### config.mk
export PLATFORM = sky130hd
export DESIGN_NAME = dual_can_unit_liveness_monitor
export DESIGN_NICKNAME = d
export VERILOG_FILES = /design/src/rtl/dcl_pkg.sv /design/src/rtl/dual_can_unit_liveness_monitor.sv /design/src/rtl/dcl_ctrl.sv /design/src/rtl/dcl_dp.sv
export SDC_FILE = /design/constraint.sdc
export NUM_CORES = 1
export LEC_CHECK = 0
export BUFFER_PORTS_ARGS = -buffer_cell sky130_fd_sc_hd__buf_4
export CAP_MARGIN = 40
export CORE_ASPECT_RATIO = 1.4
export CORE_MARGIN = 2
export CORE_UTILIZATION = 45
export CTS_CLUSTER_SIZE = 16
export DETAILED_ROUTE_END_ITERATION = 16
export PLACE_DENSITY = 0.65
export SLEW_MARGIN = 20
export SYNTH_ARGS = -nofsm -noshare
export SYNTH_HDL_FRONTEND = slang
export SYNTH_SLANG_ARGS = --single-unit
export TNS_END_PERCENT = 1
### constraint.sdc
create_clock -name clk_i -period 4.03 [get_ports clk_i]
set_input_delay 0.806 -clock clk_i [delete_from_list [all_inputs] [get_ports clk_i]]
set_output_delay 0.806 -clock clk_i [all_outputs]
set_load 0.01 [all_outputs]
### src/rtl/dcl_pkg.sv
`timescale 1ns / 1ps
// ----------------------------------------------------------------------------
// dcl_pkg
// Shared constants, types and codes for the dual bus unit liveness monitor.
// ----------------------------------------------------------------------------
package dcl_pkg;

  // Default table size and configuration reset values
  localparam int unsigned UnitsDefault     = 17;
  localparam logic [4:0]  SelfSlotReset    = 5'd0;
  localparam logic [15:0] JudgePeriodReset = 16'd1000;

  // Field widths
  localparam int unsigned ActionW = 2;
  localparam int unsigned SlotW   = 5;
  localparam int unsigned PeriodW = 16;
  localparam int unsigned CountW  = 5;
  localparam int unsigned InDataW  = 8;
  localparam int unsigned OutDataW = 16;
  localparam int unsigned CfgIdxW  = 1;
  localparam int unsigned CfgDataW = 16;

  // Action codes; code three is a no-op that only reports the counts
  localparam logic [ActionW-1:0] ActReply = 2'd0;
  localparam logic [ActionW-1:0] ActTick  = 2'd1;
  localparam logic [ActionW-1:0] ActQuery = 2'd2;

  // Configuration register indexes
  localparam logic [CfgIdxW-1:0] RegSelfSlot    = 1'd0;
  localparam logic [CfgIdxW-1:0] RegJudgePeriod = 1'd1;

  // Controller states
  typedef enum logic [1:0] {
    ST_IDLE,
    ST_APPLY,
    ST_COUNT,
    ST_HOLD
  } dcl_state_e;

  // Controller to datapath commands
  typedef struct packed {
    logic capture;    // latch the accepted item
    logic apply;      // update the tables and clear the counters
    logic count_step; // add one table entry to each good count
    logic load_out;   // move the result into the output register
  } dcl_cmd_t;

  // Datapath to controller status
  typedef struct packed {
    logic count_last; // the entry being counted is the last one
  } dcl_sts_t;

endpackage

### src/rtl/dual_can_unit_liveness_monitor.sv
`timescale 1ns / 1ps
// ----------------------------------------------------------------------------
// dual_can_unit_liveness_monitor
// Liveness table for units on a redundant pair of CAN buses.
// ----------------------------------------------------------------------------
// Usage:
//   Input stream: tuser carries the action (reply heard, tick, query);
//   tdata carries slot, channel and the two local controller active flags.
//   Output stream: one transaction per input transaction with the query
//   answer, the good counts of both buses and the judge flag.
//   Configuration channel: index 0 writes self_slot, index 1 judge_period;
//   always ready, write only while no transaction is in flight.
// Sequence:
//   An accepted item is first applied to the tables, then a walk of one
//   table entry per cycle counts the good units on both buses, then the
//   result is loaded into the output register. The block is ready for the
//   next item in the cycle after the result is loaded, and does not accept
//   a new item before it has loaded the result of the last one.
// Reset: every unit is good on both buses, no unit heard, tick count zero,
//   configuration at self_slot 0 and judge_period 1000.
// Stall: a waiting result sits in the output register while the next item
//   is accepted and processed; that item then holds until the register frees.
// ----------------------------------------------------------------------------
module dual_can_unit_liveness_monitor #(
  parameter int unsigned UNITS = dcl_pkg::UnitsDefault
) (
  input  logic                          clk_i,
  input  logic                          rst_ni,
  input  logic                          s_axis_tvalid,
  output logic                          s_axis_tready,
  // [4:0] slot, [5] channel, [6] bus0_active, [7] bus1_active
  input  logic [dcl_pkg::InDataW-1:0]   s_axis_tdata,
  // [1:0] action
  input  logic [dcl_pkg::ActionW-1:0]   s_axis_tuser,
  output logic                          m_axis_tvalid,
  input  logic                          m_axis_tready,
  // [0] unit_ok, [5:1] bus0_good_count, [10:6] bus1_good_count, [11] judged
  output logic [dcl_pkg::OutDataW-1:0]  m_axis_tdata,
  input  logic                          cfg_valid_i,
  output logic                          cfg_ready_o,
  input  logic [dcl_pkg::CfgIdxW-1:0]   cfg_index_i,
  input  logic [dcl_pkg::CfgDataW-1:0]  cfg_data_i
);

  dcl_pkg::dcl_cmd_t cmd;
  dcl_pkg::dcl_sts_t sts;

  assign cfg_ready_o = 1'b1;

  dcl_ctrl u_ctrl (
    .clk_i       (clk_i),
    .rst_ni      (rst_ni),
    .in_valid_i  (s_axis_tvalid),
    .in_ready_o  (s_axis_tready),
    .out_valid_o (m_axis_tvalid),
    .out_ready_i (m_axis_tready),
    .sts_i       (sts),
    .cmd_o       (cmd)
  );

  dcl_dp #(
    .UNITS (UNITS)
  ) u_dp (
    .clk_i       (clk_i),
    .rst_ni      (rst_ni),
    .cmd_i       (cmd),
    .sts_o       (sts),
    .in_data_i   (s_axis_tdata),
    .in_action_i (s_axis_tuser),
    .cfg_valid_i (cfg_valid_i),
    .cfg_index_i (cfg_index_i),
    .cfg_data_i  (cfg_data_i),
    .out_data_o  (m_axis_tdata)
  );

endmodule

### src/rtl/dcl_ctrl.sv
`timescale 1ns / 1ps
// ----------------------------------------------------------------------------
// dcl_ctrl
// Sequencer: accepts one item, applies it, walks the table to count good
// units, then hands the result to the output register.
// ----------------------------------------------------------------------------
module dcl_ctrl (
  input  logic              clk_i,
  input  logic              rst_ni,
  input  logic              in_valid_i,
  output logic              in_ready_o,
  output logic              out_valid_o,
  input  logic              out_ready_i,
  input  dcl_pkg::dcl_sts_t sts_i,
  output dcl_pkg::dcl_cmd_t cmd_o
);

  dcl_pkg::dcl_state_e state_q, state_d;
  logic                out_valid_q, out_valid_d;
  logic                in_fire;
  logic                out_free;

  assign in_ready_o  = (state_q == dcl_pkg::ST_IDLE);
  assign in_fire     = in_valid_i && in_ready_o;
  assign out_free    = !out_valid_q || out_ready_i;
  assign out_valid_o = out_valid_q;

  // Hold state and result flag
  always_ff @(posedge clk_i or negedge rst_ni) begin
    if (!rst_ni) begin
      state_q     <= dcl_pkg::ST_IDLE;
      out_valid_q <= 1'b0;
    end else begin
      state_q     <= state_d;
      out_valid_q <= out_valid_d;
    end
  end

  // Next state and commands
  always_comb begin
    state_d     = state_q;
    cmd_o       = '0;
    out_valid_d = out_valid_q && !out_ready_i;
    case (state_q)
      dcl_pkg::ST_IDLE: begin
        if (in_fire) begin
          cmd_o.capture = 1'b1;
          state_d       = dcl_pkg::ST_APPLY;
        end
      end
      dcl_pkg::ST_APPLY: begin
        cmd_o.apply = 1'b1;
        state_d     = dcl_pkg::ST_COUNT;
      end
      dcl_pkg::ST_COUNT: begin
        cmd_o.count_step = 1'b1;
        if (sts_i.count_last) begin
          state_d = dcl_pkg::ST_HOLD;
        end
      end
      dcl_pkg::ST_HOLD: begin
        if (out_free) begin
          cmd_o.load_out = 1'b1;
          out_valid_d    = 1'b1;
          state_d        = dcl_pkg::ST_IDLE;
        end
      end
      default: begin
        state_d = dcl_pkg::ST_IDLE;
      end
    endcase
  end

  // An accepted item is always applied next
  assert property (@(posedge clk_i) disable iff (!rst_ni)
    in_fire |=> state_q == dcl_pkg::ST_APPLY)
    else $error("accepted item not applied");

  // Never overwrite a result still waiting at the output
  assert property (@(posedge clk_i) disable iff (!rst_ni)
    cmd_o.load_out |-> (!out_valid_q || out_ready_i))
    else $error("result overwritten");

  // The count walk ends on the last entry
  assert property (@(posedge clk_i) disable iff (!rst_ni)
    (state_q == dcl_pkg::ST_COUNT && sts_i.count_last) |=> state_q == dcl_pkg::ST_HOLD)
    else $error("count walk did not finish");

endmodule

### src/rtl/dcl_dp.sv
`timescale 1ns / 1ps
// ----------------------------------------------------------------------------
// dcl_dp
// Datapath: status and heard tables, tick counter, configuration registers,
// bit-serial good counters and the output register.
// ----------------------------------------------------------------------------
module dcl_dp #(
  parameter int unsigned UNITS = dcl_pkg::UnitsDefault
) (
  input  logic                           clk_i,
  input  logic                           rst_ni,
  input  dcl_pkg::dcl_cmd_t              cmd_i,
  output dcl_pkg::dcl_sts_t              sts_o,
  input  logic [dcl_pkg::InDataW-1:0]    in_data_i,
  input  logic [dcl_pkg::ActionW-1:0]    in_action_i,
  input  logic                           cfg_valid_i,
  input  logic [dcl_pkg::CfgIdxW-1:0]    cfg_index_i,
  input  logic [dcl_pkg::CfgDataW-1:0]   cfg_data_i,
  output logic [dcl_pkg::OutDataW-1:0]   out_data_o
);

  localparam int unsigned IdxW = (UNITS > 1) ? $clog2(UNITS) : 1;
  localparam int unsigned AccW = $clog2(UNITS + 1);
  localparam int unsigned CmpW = dcl_pkg::SlotW + 1;

  // Configuration
  logic [dcl_pkg::SlotW-1:0]   self_slot_q;
  logic [dcl_pkg::PeriodW-1:0] judge_period_q;

  // Latched item
  logic [dcl_pkg::ActionW-1:0] action_q;
  logic [dcl_pkg::SlotW-1:0]   slot_q;
  logic                        channel_q;
  logic                        act0_q, act1_q;

  // Tables and counters
  logic [UNITS-1:0]            st0_q, st1_q, hd0_q, hd1_q;
  logic [dcl_pkg::PeriodW-1:0] ticks_q;
  logic [IdxW-1:0]             idx_q;
  logic [AccW-1:0]             acc0_q, acc1_q;
  logic                        res_ok_q, res_judged_q;
  logic [dcl_pkg::OutDataW-1:0] out_q;

  logic                        slot_hit, self_hit, judge_now;
  logic [UNITS-1:0]            slot_mask, own_mask;
  logic [dcl_pkg::PeriodW-1:0] tick_inc;

  // Decode slots into table masks; out-of-table slots select nothing
  assign slot_hit  = CmpW'(slot_q) < CmpW'(UNITS);
  assign self_hit  = CmpW'(self_slot_q) < CmpW'(UNITS);
  assign slot_mask = slot_hit ? (UNITS'(1) << slot_q) : '0;
  assign own_mask  = self_hit ? (UNITS'(1) << self_slot_q) : '0;

  // Saturating tick count and period check
  assign tick_inc  = (ticks_q != '1) ? ticks_q + 1'b1 : ticks_q;
  assign judge_now = tick_inc >= judge_period_q;

  assign sts_o.count_last = (idx_q == IdxW'(UNITS - 1));
  assign out_data_o       = out_q;

  // Take configuration writes
  always_ff @(posedge clk_i or negedge rst_ni) begin
    if (!rst_ni) begin
      self_slot_q    <= dcl_pkg::SelfSlotReset;
      judge_period_q <= dcl_pkg::JudgePeriodReset;
    end else if (cfg_valid_i) begin
      case (cfg_index_i)
        dcl_pkg::RegSelfSlot:    self_slot_q    <= cfg_data_i[dcl_pkg::SlotW-1:0];
        dcl_pkg::RegJudgePeriod: judge_period_q <= cfg_data_i;
        default: ;
      endcase
    end
  end

  // Latch the accepted transaction
  always_ff @(posedge clk_i) begin
    if (cmd_i.capture) begin
      action_q  <= in_action_i;
      slot_q    <= in_data_i[4:0];
      channel_q <= in_data_i[5];
      act0_q    <= in_data_i[6];
      act1_q    <= in_data_i[7];
    end
  end

  // Apply replies, ticks and judge passes to the tables
  always_ff @(posedge clk_i or negedge rst_ni) begin
    if (!rst_ni) begin
      st0_q   <= '1;
      st1_q   <= '1;
      hd0_q   <= '0;
      hd1_q   <= '0;
      ticks_q <= '0;
    end else if (cmd_i.apply) begin
      case (action_q)
        dcl_pkg::ActReply: begin
          if (channel_q) begin
            st1_q <= st1_q | slot_mask;
            hd1_q <= hd1_q | slot_mask;
          end else begin
            st0_q <= st0_q | slot_mask;
            hd0_q <= hd0_q | slot_mask;
          end
        end
        dcl_pkg::ActTick: begin
          if (judge_now) begin
            ticks_q <= '0;
            st0_q   <= (hd0_q & ~own_mask) | (act0_q ? own_mask : '0);
            st1_q   <= (hd1_q & ~own_mask) | (act1_q ? own_mask : '0);
            hd0_q   <= hd0_q & own_mask;
            hd1_q   <= hd1_q & own_mask;
          end else begin
            ticks_q <= tick_inc;
          end
        end
        default: ;
      endcase
    end
  end

  // Record the per-item flags
  always_ff @(posedge clk_i) begin
    if (cmd_i.apply) begin
      res_ok_q     <= (action_q == dcl_pkg::ActQuery) && |((st0_q | st1_q) & slot_mask);
      res_judged_q <= (action_q == dcl_pkg::ActTick) && judge_now;
    end
  end

  // Walk the tables one entry a cycle and count good units
  always_ff @(posedge clk_i or negedge rst_ni) begin
    if (!rst_ni) begin
      idx_q  <= '0;
      acc0_q <= '0;
      acc1_q <= '0;
    end else if (cmd_i.apply) begin
      idx_q  <= '0;
      acc0_q <= '0;
      acc1_q <= '0;
    end else if (cmd_i.count_step) begin
      idx_q  <= idx_q + 1'b1;
      acc0_q <= acc0_q + AccW'(st0_q[idx_q]);
      acc1_q <= acc1_q + AccW'(st1_q[idx_q]);
    end
  end

  // Load the output register
  always_ff @(posedge clk_i) begin
    if (cmd_i.load_out) begin
      out_q <= {4'b0000, res_judged_q, dcl_pkg::CountW'(acc1_q),
                dcl_pkg::CountW'(acc0_q), res_ok_q};
    end
  end

  // Counts never exceed the table size
  assert property (@(posedge clk_i) disable iff (!rst_ni)
    (acc0_q <= AccW'(UNITS)) && (acc1_q <= AccW'(UNITS)))
    else $error("good count above table size");

  // A judge pass leaves the tick counter at zero
  assert property (@(posedge clk_i) disable iff (!rst_ni)
    (cmd_i.apply && action_q == dcl_pkg::ActTick && judge_now) |=> ticks_q == '0)
    else $error("tick counter not cleared by judge pass");

endmodule

==> results.md, run 1 <==
* Critical path peak fanout at 11
* CTS Buf Count at 17
* Crit. Startpoint: u_dp.ticks_q[6]
* Setup TNS at 0 ns
* Period utilization at 92.4%
* MaxCap Viol Count at 0
* Die ar. at between 0.015 and 0.02 sq mm
* Die Y at between 150 and 200 microns
* Worst VDD drop at between 300 and 400 uV
* Post-detail-place hpwl at approximately 14000 microns
* Commonest non-fill, non-tap cell in the layout: dfrtp_1
* Htree depth at 4
* Cell repeated most along the worst path: and4_1
* Post-synthesis cell count at between 700 and 800
* Power per standard cell area at 634 mW/mm^2
* Crit-path cells: and4_1 > and4_1 > nand3_4 > mux2_2 > ha_1 > nor2b_1 > o211a_1 > o311ai_2 > nand3_2 > buf_4 > nor4_1 > o21a_1
* # nets final at 837
* Placer Congestion at about 0.83
* RSZ-0062 raised after global routing: no
* Cell depth of the worst setup path at 12
* Cell area after synthesis at between 0.007 and 0.008 sq mm
* Final Hold Vio Count at 0
* Netlist cell types at between 50 and 60
* Clk slew on worst S/H paths at ~0.060 ns
* CP Class: flop to flop
* Area grow syn2layout at 14.9%
* Final setup fails at 0
* Commonest cells after routing, fill and taps aside: dfrtp_1, nand2_1, buf_4, a21oi_1
* Async SR Flop Fraction at a little over four fifths
* Top cells by area, synth: dfrtp_1, dfstp_2, edfxtp_1
* Ports at 51
* Post-synthesis sequential area ratio at between 40 and 50%
* Buf/Inv on CP at 1
* Status: finished clean
* Synth warnings at 0
* Max Clock Skew at between 0.009 and 0.01 ns
* Slew headroom at 44.0%
* LEAKAGE at 3.83 nW
* Drt first pass iters at 6
* Max Slew Vio Count at 0
* Congestion Overflow GR at 0
* Startpoint types: flop
* Number of flops mapped to enable cells by yosys at 24
* Row count at 57
* Worst-Skew Late Latency at 0.44 ns
* Endpoint class of the critical path: flop
* Reg2reg end: u_dp.ticks_q[6]
* CP required at between 4 and 5 ns
* CTS sink cnt at 147
* Area share of the largest cell type after synthesis at a little over a quarter
* Highest Clock Rate at between 200 and 300 MHz
* Number of port buffers at 45
* HP Class: primary input to async pin
* Initial core utilization at a little under half
* Worst r2r path cells at 12
* Setup Fix Bufs, Post-CTS at 0
* CTS root buf: clkbuf_16
* Core Area at between 0.015 and 0.02 sq mm
* Width of the die at around 120 microns
* Max incr delay on CP at around 0.42 ns
* DR iter-0 viols at roughly 500
* Mean area per synthesized cell at roughly 11 sq um
* Tot GR Track Use at a little under a quarter
* ANT cells at 0
* Worst Max-Slew Pin Slew at 0.838 ns
* WL per Instance at around 19 microns
* Worst Path Arrival at 4.10 ns
* Final min period at 3.72 ns
* Worst Setup EP: u_dp.ticks_q[6]
* TritonCTS clock tree: built
* Largest net degree at the start of global routing at 70
* Initial antenna violation count at 0
* R2R setup slack at 0.31 ns
* Crit path max-delay cell type: dfrtp_1
* Ys flop type: dfrtp_1
* Reg-to-Reg Start: u_dp.ticks_q[6]
* Vias in the first global route at around 6.1k
* Cell taking the most area after synthesis: dfrtp_1
* First-pass GRT wire length at roughly 32000 microns
* Routed vias at slightly above 6k
* Post-DRT Antenna Nets at 0
* Drt via density at 5.92
* Max Buffers Root-to-Sink at 2
* Post-route DRC at 0
* Final wirelength at roughly 20000 microns
* Kind of cell adding the most delay to the critical path: simple AND/OR/NAND/NOR gates
* Layout cells sized above 1 at 21.9%
* Final core utilization at a little over half
* Yosys reg bits at around 150
## layer usage
layer	wire [microns]	track usage (%)
met3	984	5.35
met5	0	0
met2	10200	38.1
met1	7690	26.5
met4	821	11.1
## per-stage QoR
step	area [sq um]	cells	hold WS [ns]	setup slack (ns)	power, mW
after floorplan	7810	744	0.400	0.890	3.54
after global placement	8350	994	0.407	0.357	4.01
after detailed placement	8360	995	0.409	0.157	4.09
after CTS	8940	1027	0.419	0.138	5.70
after global routing	8970	1027	0.420	0.0804	6.02
final	8970	1027	0.414	0.307	5.69
## synth_stat cells (all sizes together) (3+ instances only)
cell type  number
nand2b          8
o21ai          43
nand3b          9
mux2i          34
nor2           33
nor3           11
o22ai           4
clkbuf         27
nand2          80
nor4            5
nand3          28
o211ai          3
edfxtp         24
dfstp          40
buf            15
mux4           10
nor3b           8
mux2           23
xnor2           6
o2bb2ai        22
a211oi          3
and4            4
dfrtp          83
a31oi          36
a22o           19
o21a            5
nor2b          19
and3            6
xor2            3
inv            31
and2            7
ha             27
a21oi          44
## sequential cells by signal (all words and copies together) (netlist names)
| signal | flops |
|---|---|
| u_dp.acc1_q | 5 |
| u_dp.slot_q | 5 |
| u_ctrl.state_q | 2 |
| u_dp.hd0_q | 17 |
| u_dp.action_q | 2 |
| u_dp.ticks_q | 16 |
| u_dp.hd1_q | 17 |
| u_dp.res_judged_q | 1 |
| u_dp.acc0_q | 5 |
| u_dp.idx_q | 5 |
| u_dp.self_slot_q | 5 |
| u_dp.st0_q | 17 |
| u_dp.act0_q | 1 |
| u_dp.channel_q | 1 |
| u_dp.st1_q | 17 |
| u_ctrl.out_valid_o | 1 |
| u_dp.judge_period_q | 16 |
| u_dp.act1_q | 1 |
| u_dp.res_ok_q | 1 |
| u_dp.out_data_o | 12 |
## power breakdown
part | internal (mW) | total [mW] | switching [mW] | leakage (nW)
Combinational | 0.743 | 1.64 | 0.901 | 1.81
Clock | 0.919 | 1.58 | 0.664 | 0.282
Sequential | 2.05 | 2.46 | 0.406 | 1.75
## final cells by class
cell class	count	area (sq um)
timing repair buffer	57	460
multi-input combinational	524	3660
clock inverter	14	151
sequential	147	3850
clock buffer	18	429
tap	236	295
inverter	31	116
fill	1542	8220
## cells by family after synthesis
| kind of cell | after synthesis | share of synthesized area [%] |
|---|---|---|
| simple gates | 224 | 14.5 |
| other cells | 2 | 0.0963 |
| buf+inv | 73 | 4.14 |
| xor+xnor | 9 | 1.01 |
| compound gates | 192 | 16.0 |
| flops | 147 | 49.3 |
| mux | 67 | 10.6 |
| fa+ha+maj | 27 | 4.33 |
## worst min-delay path by stage
stage	from	to	depth (start not counted)	slack [ns]
after global placement	u_dp.res_ok_q	u_dp.out_data_o[0]	0	0.41
after global routing	u_dp.res_judged_q	u_dp.out_data_o[11]	0	0.42
after detailed placement	u_dp.res_judged_q	u_dp.out_data_o[11]	0	0.41
after CTS	u_dp.res_judged_q	u_dp.out_data_o[11]	0	0.42
final	rst_ni	u_dp.ticks_q[13]	1	0.41
after floorplan	u_dp.res_ok_q	u_dp.out_data_o[0]	0	0.40
## timing repair
| item | CTS | global route |
|---|---|---|
| hold buffers | 0 | 0 |
| resized for setup | 0 | 4 |
| endpoints found under the setup margin | 0 | 72 |
Note: power is estimated with default switching activity, not from simulation.
==> run 2, diff against run 1 <==
--- a/config.mk
+++ b/config.mk
@@ -5,7 +5,7 @@
 export SDC_FILE = /design/constraint.sdc
 export NUM_CORES = 1
 export LEC_CHECK = 0
-export BUFFER_PORTS_ARGS = -buffer_cell sky130_fd_sc_hd__buf_4
+export BUFFER_PORTS_ARGS = -buffer_cell sky130_fd_sc_hd__buf_2
 export CAP_MARGIN = 40
 export CORE_ASPECT_RATIO = 1.4
 export CORE_MARGIN = 2
@@ -13,6 +13,7 @@
 export CTS_CLUSTER_SIZE = 16
 export DETAILED_ROUTE_END_ITERATION = 16
 export PLACE_DENSITY = 0.65
+export SETUP_SLACK_MARGIN = 0.3
 export SLEW_MARGIN = 20
 export SYNTH_ARGS = -nofsm -noshare
 export SYNTH_HDL_FRONTEND = slang
==> run 2 against run 1 <==
  * Core utilization down 0.34 points
  * Non-clock buffer count down 2
  * Via count down 0.15%
  * First-iteration DRC count down 0.20%
  * Highest routed layer unchanged
  * Fmax up 4.6%
  * Design area down 0.66%
  * Count of clock-buffer cells in the layout unchanged
  * Largest cell class unchanged
==> results.md, run 2 (same netlist as run 1, synthesis figures left out) <==
* Congestion Overflow GR at 0 (unchanged)
* # nets final at 835 (-0.24%)
* Commonest non-fill, non-tap cell in the layout: dfrtp_1
* Pre-CTS setup slack at 0.333 ns (+0.176 ns)
* CTS sink cnt at 147 (unchanged)
* Worst VDD drop at 398 uV (+22%)
* Clk slew on worst S/H paths at 0.07 ns (about the same)
* Period utilization at 88.4% (-4.0 points)
* Slew headroom at 45.5% (+1.5 points)
* Worst r2r path cells at 13 (+1)
* Die ar. at 0.0184 sq mm (unchanged)
* MaxCap Viol Count at 0 (unchanged)
* Post-DRT Antenna Nets at 0 (unchanged)
* Hold_sp: u_dp.res_ok_q
* Worst-Skew Late Latency at 0.43 ns (about the same)
* Area grow syn2layout at 14.2%
* Setup TNS at 0 ns (unchanged)
* Hold Path Sink: u_dp.out_data_o[0]
* Reg-to-Reg Start: u_dp.ticks_q[4]
* Power per standard cell area at 641 mW/mm^2 (+1.1%)
* Row count at 57 (unchanged)
* ANT cells at 0 (unchanged)
* Htree depth at 4 (unchanged)
* Worst Max-Slew Pin Slew at 0.816 ns (-0.0224 ns)
* Initial core utilization at 45.4% (unchanged)
* Max Buffers Root-to-Sink at 2 (unchanged)
* Vias in the first global route at 6272 (+2.2%)
* Final Hold Vio Count at 0 (unchanged)
* Hold depth at 0
* Max Clock Skew at 0.0123 ns (+0.00311 ns)
* First-pass GRT wire length at 31900 microns (-0.41%)
* Number of port buffers at 45 (unchanged)
* Commonest cells after routing, fill and taps aside: dfrtp_1, nand2_1, a21oi_1, buf_2, dfstp_2
* Post-detail-place hpwl at 13600 microns (-1.7%)
* Tot GR Track Use at 22.1% (-0.44 points)
* R2R setup slack at 0.47 ns (+0.16 ns)
* Highest Clock Rate at 281 MHz (+4.6%)
* Placer Congestion at 0.883 (+6.0%)
* Status: finished clean
* Worst Path Arrival at 3.88 ns (-0.22 ns)
* CP Class: flop to flop
* Final setup fails at 0 (unchanged)
* Max Slew Vio Count at 0 (unchanged)
* Endpoint class of the critical path: flop
* Post-route DRC at 0 (unchanged)
* LEAKAGE at 3.79 nW (-1.0%)
* Number of fill cells at 1518 (-1.6%)
* TritonCTS clock tree: built
* Startpoint types: flop
* Layout cells sized above 1 at 21.9% (+0.055 points)
* Final wirelength at 19600 microns (-0.66%)
* CTS Buf Count at 17 (unchanged)
* Final min period at 3.56 ns (-0.163 ns)
* Largest net degree at the start of global routing at 69 (-1.4%)
* DR iter-0 viols at 502 (-0.20%)
* Ports at 51 (unchanged)
* Width of the die at 115 microns (unchanged)
* Reg2reg end: u_dp.hd0_q[6]
* Setup Fix Bufs, Post-CTS at 0 (unchanged)
* Die Y at 160 microns (unchanged)
* Drt first pass iters at 8 (+2)
* Routed vias at 6073 (-0.15%)
* Critical path peak fanout at 44 (+33)
* Initial antenna violation count at 0 (unchanged)
* Worst setup margin at 0.469 ns (+0.163 ns)
* CP required at 4.35 ns (-0.06 ns)
* HP Class: flop to flop
* Core Area at 0.0172 sq mm (unchanged)
* RSZ-0062 raised after global routing: no
* CTS root buf: clkbuf_16
* Drt via density at 5.92 (about the same)
* WL per Instance at 19.1 microns (-0.47%)
[run 2: stage by stage]
stage	hold WS (ns)	cells	total power, mW	utilization, %	cell area (sq um)
floorplan	0.400	744	3.54	-	7810
global placement	0.410	992	3.96	47.8	8220
detailed placement	0.412	993	4.06	47.9	8240
CTS	0.420	1025	5.71	51.5	8840
global route	0.419	1025	6.03	51.8	8910
finish	0.419	1025	5.71	51.8	8910
[run 2: where the power goes]
| group | switching [mW] | leakage, nW | total [mW] | internal (mW) |
|---|---|---|---|---|
| combinational | 0.906 | 1.77 | 1.62 | 0.712 |
| sequential | 0.405 | 1.75 | 2.46 | 2.05 |
| clock | 0.656 | 0.282 | 1.64 | 0.980 |
[run 2: worst max path at each step]
stage | start | cells after the start | end | slack, ns
finish | u_dp.ticks_q[4] | 13 | u_dp.hd0_q[6] | 0.47
global route | u_dp.ticks_q[0] | 13 | u_dp.hd0_q[6] | 0.27
CTS | u_dp.ticks_q[4] | 13 | u_dp.hd0_q[6] | 0.32
detailed placement | u_dp.ticks_q[4] | 13 | u_dp.hd0_q[6] | 0.33
global placement | u_dp.ticks_q[0] | 13 | u_dp.hd0_q[6] | 0.39
floorplan | u_dp.ticks_q[0] | 14 | u_dp.st0_q[10] | 0.89
[run 2: cell type report]
type / instances / area (sq um) / share of cell area (%)
Sequential cell: 147 / 3850 / 43.2
Multi-Input combinational cell: 524 / 3700 / 41.6
Clock buffer: 18 / 429 / 4.82
Timing Repair Buffer: 55 / 339 / 3.81
Tap cell: 236 / 295 / 3.32
Clock inverter: 14 / 176 / 1.98
Inverter: 31 / 116 / 1.31
[run 2: metal layers]
layer | part of all wire, % | wire length (microns) | track usage, %
met1 | 39 | 7570 | 26.1
met2 | 52 | 10100 | 38.0
met3 | 4.8 | 945 | 3.30
met4 | 4.7 | 921 | 12.2
met5 | 0 | 0 | 0
[run 2: critical path, cell delays in order (launching register included)]
cell	delay (ns)
dfrtp_1	0.43
and4_1	0.28
and4_2	0.36
nand3_1	0.12
nor2_1	0.11
mux2_2	0.36
ha_1	0.27
nand2_1	0.10
nor4_4	0.37
nand2_1	0.20
nand3_4	0.20
buf_12	0.23
nand3_1	0.14
a22o_1	0.26
[run 2: what timing repair did]
item | in CTS | in global routing
endpoints found under the setup margin | 0 | 80
hold buffers | 0 | 0
resized for setup | 0 | 12
